==> src/rtl/nsc_pkg.sv <==
// ----------------------------------------------------------------------------
// nsc_pkg: shared types and constants for the number string classifier
// Holds the class codes, the scanner phase codes and the character constants.
// ----------------------------------------------------------------------------
package nsc_pkg;

    // Result class of one string.
    typedef enum logic [1:0] {
        CLS_NOT  = 2'd0,
        CLS_INT  = 2'd1,
        CLS_REAL = 2'd2,
        CLS_EXP  = 2'd3
    } class_t;

    // Scanner phase; codes ten to fifteen carry no meaning and reject.
    typedef enum logic [3:0] {
        PH_LEAD      = 4'd0,
        PH_SIGN      = 4'd1,
        PH_INT       = 4'd2,
        PH_FRAC      = 4'd3,
        PH_FRAC_SP   = 4'd4,
        PH_EXP_MARK  = 4'd5,
        PH_EXP_SIGN  = 4'd6,
        PH_EXP_DIG   = 4'd7,
        PH_TRAIL_INT = 4'd8,
        PH_TRAIL_EXP = 4'd9
    } phase_t;

    // Character constants.
    localparam logic [7:0] CH_NUL   = 8'h00;
    localparam logic [7:0] CH_SPACE = 8'h20;
    localparam logic [7:0] CH_TAB   = 8'h09;
    localparam logic [7:0] CH_CR    = 8'h0D;
    localparam logic [7:0] CH_POINT = 8'h2E;
    localparam logic [7:0] CH_UPPER_E = 8'h45;
    localparam logic [7:0] CH_LOWER_E = 8'h65;
    localparam logic [7:0] CH_PLUS  = 8'h2B;
    localparam logic [7:0] CH_MINUS = 8'h2D;
    localparam logic [7:0] CH_ZERO  = 8'h30;
    localparam logic [7:0] CH_NINE  = 8'h39;

endpackage

==> src/rtl/number_string_classifier.sv <==
// ----------------------------------------------------------------------------
// number_string_classifier: decimal number literal recognizer
// Scans a string one byte per beat and reports its class at the string end.
// ----------------------------------------------------------------------------
// An end beat passes the input register, then the result register.
// Throughput: one byte beat per cycle unless an end beat stalls; the input and
// result registers let non-end bytes follow while a result waits.
// Input stall rises only when an end beat waits behind a stalled result.
// Reset: rst_n clears all control state and the scanner to leading space.
module number_string_classifier
    import nsc_pkg::*;
(
    input  logic       clk,
    input  logic       rst_n,
    input  logic [7:0] ch,
    input  logic       end_of_string,
    input  logic       byte_valid,
    output logic       byte_stall,
    output logic [1:0] class_code,
    output logic       is_integer,
    output logic       result_valid,
    input  logic       result_stall
);

    // Input register.
    logic       in_valid_reg, in_valid_next;
    logic [7:0] ch_reg;
    logic       eos_reg;

    // Scanner state.
    phase_t phase_reg, phase_next;
    logic   before_reg, before_next;
    logic   after_reg, after_next;
    logic   zeros_reg, zeros_next;
    logic   rejected_reg, rejected_next;

    // Result register.
    logic   out_valid_reg, out_valid_next;
    class_t class_reg;
    class_t class_now;

    logic accept;
    logic is_end;
    logic blocked;
    logic advance;
    logic sp, dg, ex, sg, pt;

    // Byte decode of the registered beat.
    assign sp = (ch_reg == CH_SPACE) || (ch_reg >= CH_TAB && ch_reg <= CH_CR);
    assign dg = (ch_reg >= CH_ZERO) && (ch_reg <= CH_NINE);
    assign ex = (ch_reg == CH_UPPER_E) || (ch_reg == CH_LOWER_E);
    assign sg = (ch_reg == CH_PLUS) || (ch_reg == CH_MINUS);
    assign pt = (ch_reg == CH_POINT);
    assign is_end = eos_reg || (ch_reg == CH_NUL);

    // Handshake: an end beat waits only when the result register is held.
    assign blocked    = in_valid_reg && is_end && out_valid_reg && result_stall;
    assign advance    = in_valid_reg && !blocked;
    assign byte_stall = blocked;
    assign accept     = byte_valid && !byte_stall;

    assign in_valid_next = accept ? 1'b1 : (advance ? 1'b0 : in_valid_reg);

    // Class of the string as it stands.
    always_comb
    begin
        class_now = CLS_NOT;
        if (!rejected_reg)
        begin
            case (phase_reg)
                PH_INT, PH_TRAIL_INT: class_now = CLS_INT;
                PH_FRAC, PH_FRAC_SP:
                begin
                    if (zeros_reg)
                        class_now = CLS_INT;
                    else if (before_reg || after_reg)
                        class_now = CLS_REAL;
                    else
                        class_now = CLS_NOT;
                end
                PH_EXP_DIG, PH_TRAIL_EXP: class_now = CLS_EXP;
                default: class_now = CLS_NOT;
            endcase
        end
    end

    // Next scanner state.
    always_comb
    begin
        phase_next    = phase_reg;
        before_next   = before_reg;
        after_next    = after_reg;
        zeros_next    = zeros_reg;
        rejected_next = rejected_reg;
        if (advance && is_end)
        begin
            phase_next    = PH_LEAD;
            before_next   = 1'b0;
            after_next    = 1'b0;
            zeros_next    = 1'b0;
            rejected_next = 1'b0;
        end
        else if (advance && !rejected_reg)
        begin
            case (phase_reg)
                PH_LEAD, PH_SIGN:
                begin
                    if (sp && phase_reg == PH_LEAD)
                        phase_next = PH_LEAD;
                    else if (sg && phase_reg == PH_LEAD)
                        phase_next = PH_SIGN;
                    else if (dg)
                    begin
                        before_next = 1'b1;
                        phase_next  = PH_INT;
                    end
                    else if (pt)
                    begin
                        zeros_next = 1'b1;
                        phase_next = PH_FRAC;
                    end
                    else
                        rejected_next = 1'b1;
                end
                PH_INT:
                begin
                    if (dg)
                        phase_next = PH_INT;
                    else if (pt)
                    begin
                        zeros_next = 1'b1;
                        phase_next = PH_FRAC;
                    end
                    else if (ex)
                        phase_next = PH_EXP_MARK;
                    else if (sp)
                        phase_next = PH_TRAIL_INT;
                    else
                        rejected_next = 1'b1;
                end
                PH_FRAC:
                begin
                    if (dg)
                    begin
                        after_next = 1'b1;
                        if (ch_reg != CH_ZERO)
                            zeros_next = 1'b0;
                    end
                    else if (sp)
                        phase_next = PH_FRAC_SP;
                    else if (ex)
                    begin
                        zeros_next = 1'b0;
                        if (before_reg || after_reg)
                            phase_next = PH_EXP_MARK;
                        else
                            rejected_next = 1'b1;
                    end
                    else
                        rejected_next = 1'b1;
                end
                PH_FRAC_SP, PH_TRAIL_INT, PH_TRAIL_EXP:
                begin
                    if (!sp)
                        rejected_next = 1'b1;
                end
                PH_EXP_MARK:
                begin
                    if (sg)
                        phase_next = PH_EXP_SIGN;
                    else if (dg)
                        phase_next = PH_EXP_DIG;
                    else
                        rejected_next = 1'b1;
                end
                PH_EXP_SIGN:
                begin
                    if (dg)
                        phase_next = PH_EXP_DIG;
                    else
                        rejected_next = 1'b1;
                end
                PH_EXP_DIG:
                begin
                    if (dg)
                        phase_next = PH_EXP_DIG;
                    else if (sp)
                        phase_next = PH_TRAIL_EXP;
                    else
                        rejected_next = 1'b1;
                end
                default: rejected_next = 1'b1;
            endcase
        end
    end

    // Result register valid: loads on an end beat, clears when taken.
    always_comb
    begin
        if (advance && is_end)
            out_valid_next = 1'b1;
        else if (result_stall)
            out_valid_next = out_valid_reg;
        else
            out_valid_next = 1'b0;
    end

    // Control registers.
    always_ff @(posedge clk or negedge rst_n)
    begin
        if (!rst_n)
        begin
            in_valid_reg  <= 1'b0;
            out_valid_reg <= 1'b0;
            phase_reg     <= PH_LEAD;
            before_reg    <= 1'b0;
            after_reg     <= 1'b0;
            zeros_reg     <= 1'b0;
            rejected_reg  <= 1'b0;
        end
        else
        begin
            in_valid_reg  <= in_valid_next;
            out_valid_reg <= out_valid_next;
            phase_reg     <= phase_next;
            before_reg    <= before_next;
            after_reg     <= after_next;
            zeros_reg     <= zeros_next;
            rejected_reg  <= rejected_next;
        end
    end

    // Payload registers.
    always_ff @(posedge clk)
    begin
        if (accept)
        begin
            ch_reg  <= ch;
            eos_reg <= end_of_string;
        end
        if (advance && is_end)
            class_reg <= class_now;
    end

    assign result_valid = out_valid_reg;
    assign class_code   = class_reg;
    assign is_integer   = (class_reg == CLS_INT);

endmodule

==> config.mk <==
export PLATFORM = sky130hd
export DESIGN_NAME = number_string_classifier
export DESIGN_NICKNAME = d
export VERILOG_FILES = /design/src/rtl/nsc_pkg.sv /design/src/rtl/number_string_classifier.sv
export SDC_FILE = /design/constraint.sdc
export NUM_CORES = 1
export LEC_CHECK = 0
export BUFFER_PORTS_ARGS = -buffer_cell sky130_fd_sc_hd__buf_4
export CAP_MARGIN = 25
export CORE_AREA = 2 2 83 45
export CTS_BUF_LIST = sky130_fd_sc_hd__clkbuf_4 sky130_fd_sc_hd__clkbuf_8 sky130_fd_sc_hd__clkbuf_16
export DETAILED_ROUTE_END_ITERATION = 7
export DIE_AREA = 0 0 85 47
export GPL_ROUTABILITY_DRIVEN = 1
export PLACE_DENSITY_LB_ADDON = 0.25
export SLEW_MARGIN = 20
export SYNTH_ARGS = -nofsm -noshare
export SYNTH_HDL_FRONTEND = slang
export SYNTH_SLANG_ARGS = --single-unit
==> constraint.sdc <==
create_clock -name clk -period 2.61 [get_ports clk]
set_input_delay 0.3915 -clock clk [delete_from_list [all_inputs] [get_ports clk]]
set_output_delay 0.3915 -clock clk [all_outputs]
set_load 0.03 [all_outputs]
==> results.toml <==
[run_status]
status = "complete, no violations"

[place]
place_congestion = 1.04
dp.cells = 224
placed_area_um2 = 1750
hpwl_um = 3370
portBuffers = 17

[timing]
whs_ns = 0.302
slew_headroom_pct = 62.9
setup_tns_ns = 0
slew_violations = 0
max_freq_ghz = 0.426
worst_pin_slew_ns = 0.557
finalHoldViolations = 0
rsz0062_at_grt = "no"
finClkSkew_ns = 0.00351
setup_viol = 0
post-route-min-period_ns = 2.35
fin_crit_sh_pct = 90.0

[detailed_routing]
drtAntennaViolNets = 0
first_iter_violations = 300
via_count = 1517
wirelength_um = 4270
routed_via_density = 6.62
drc = 0
wl_per_cell_um = 18.7
firstDrtPassIters = 6

[synth]
synth_top_family_by_area = "simple AND/OR/NAND/NOR gates"
muxShareOfSynthArea_pct = 1.26
netlist_instances = 170
synth_fa_ha_area_share_pct = 0
yosysSeqAreaShare_pct = 36.4
synth_xor_area_share_pct = 0.549
synth-main-ff-cell = "edfxtp_1"
syn_area_per_cell_um2 = 9.38
async_flop_share_pct = 47.6
synth_seq_cells = 21
synth_cell_types = 58
synth_compound_area_share_pct = 26.3
synth_area_um2 = 1590
ys_warn_count = 0
synth_fp_nets = 183
synth_edf_count = 11
synthSimpleGateAreaFrac_pct = 30.7

[power_and_ir_drop]
p_per_area_nw_per_um2 = 595
p_leak_nw = 0.707
finalPower_mw = 1.07
ir_worst_vdd_mv = 0.267

[min_path]
hp-class = "in2reg"

[critical_path]
path_class = "reg2out"
worst-path-buf-inv = 1
r2r_slack_ns = 0.39
cp_max_fo = 8
start_kind = "register"
slowest_delay_ns = 0.54
crit_arrival_ns = 1.96
slowest_stage = "edfxtp_1"
crit_chain = "nor4_4 > a21o_1 > nand2_1 > nor2_1 > buf_4"
worstPathRequired_ns = 2.22
end_kind = "primary output"
cp_top_family = "simple AND/OR/NAND/NOR gates"

[finish]
largest_reg_flops = 8
final_nets = 201
syn2layout_area_growth_pct = 13.3
fin_area_um2 = 1810
n_antenna_cell = 0
layout-drive-gt1-share_pct = 24.1
fin_cells = 229

[flow_run]
max_cap_violations = 0

[clocking]
cts_buffers = 3
root_buffer = "clkbuf_8"
insertion_delay_ns = 0.26
cts.path.max_buffers = 2
tritoncts = "done"
htreeDepth = 1
cts_setup_buffers = 0
cts.sinks = 21
cts.clk_slew.worst_paths_ns = 0.08

[floorplanning]
die_area_um2 = 4000
fp.dieH_um = 47
io_pins = 18
start_util_pct = 48.5
num_rows = 15
die_w_um = 85
core_area_um2 = 3280

[global_routing]
grt_pass1_vias = 1347
antenna_found_initial = 0
grt_remaining_overflow = 0
grt_max_degree = 16
grt_pass1_wl_um = 6890
grt_usage_pct = 23.0
## per-stage QoR
step | setup slack, ns | utilization, %
4_1_cts | 0.265 | 55.0
5_1_grt | 0.127 | 55.0
3_5_place_dp | 0.473 | 53.3
3_3_place_gp | 0.452 | 53.3
6_report | 0.261 | 55.0
2_1_floorplan | 0.383 | -
## layer usage
layer  track usage, %  wire length, µm  share of wire [%]  vias to the layer above
met5                0                0                  0                        -
li1                 -                -                  -                      685
met2             33.1             1720                 40                      106
met1             32.7             1880                 44                      715
met4             3.49               61                1.4                        0
met3             10.4              616                 14                       11
## what timing repair did
| item | 4_1_cts | 5_1_grt |
|---|---|---|
| hold buffers | 1 | 0 |
| hold endpoints to repair | 10 | 0 |
| gates resized for setup | 0 | 0 |
## power breakdown
group	internal [mW]	total (mW)	switching [mW]
registers	0.383	0.459	0.0751
logic	0.176	0.402	0.226
clock network	0.106	0.214	0.108
## synth_stat cells, drive strengths merged, types with 3 or more instances
cell | n | area, µm²
clkbuf | 5 | 18.8
inv | 4 | 15.0
nand3 | 12 | 60.1
dfrtp | 10 | 250
a2bb2oi | 3 | 26.3
nand4 | 3 | 33.8
a21oi | 8 | 43.8
nor2b | 6 | 37.5
nand2 | 15 | 56.3
nor3 | 5 | 25.0
nor2 | 20 | 75.1
a211oi | 3 | 22.5
a31oi | 4 | 25.0
o21ai | 8 | 51.3
edfxtp | 11 | 330
o21a | 5 | 37.5
buf | 5 | 42.5
## worst register-to-register path, cell delays in order, from the launching register on
cell,delay [ns]
edfxtp_1,0.54
nor4_4,0.51
nand2_1,0.24
and3_1,0.26
o41a_1,0.36
o21ai_1,0.10
mux2i_1,0.09
## kinds of logic after synthesis
family / Yosys count
DFF: 21
AOI/OAI and AO/OA: 53
xor gates and xnor gates: 1
muxes: 2
and+or+nand+nor: 79
buffers and inverters: 14
## area by class of cell
cell class | count | area, µm²
Multi-Input combinational cell | 135 | 937
Inverter | 4 | 15.0
Clock buffer | 3 | 41.3
Sequential cell | 21 | 581
Clock inverter | 1 | 5.00
Tap cell | 42 | 52.6
Timing Repair Buffer | 23 | 175
Fill cell | 273 | 1480
## worst paths after layout
kind / startpoint / end / cells after the start
max: ch_reg[1]$_DFFE_PP_ / byte_stall / 5
min: ch[7] / ch_reg[7]$_DFFE_PP_ / 1
max reg2reg: ch_reg[1]$_DFFE_PP_ / phase_reg[0]$_DFFE_PN0P_ / 6
min reg2reg: before_reg$_DFFE_PN0P_ / before_reg$_DFFE_PN0P_ / 2
max in group asynchronous: rst_n / rejected_reg$_DFFE_PN0P_ / 2
min in group asynchronous: rst_n / before_reg$_DFFE_PN0P_ / 2
## cell usage in the layout, fill, tap and decap left out, types with 3 or more instances in the layout
cell,instances
o21ai_2,3
nor2_1,20
o21ai_0,4
nand2_1,15
a2bb2oi_1,3
nor3_1,5
nand3_1,12
a211oi_1,3
clkbuf_8,3
edfxtp_1,11
inv_1,4
a31oi_1,4
nor2b_1,6
a21oi_1,7
dfrtp_1,10
o21a_1,5
buf_4,22
Power figures use the tool's default switching activity.
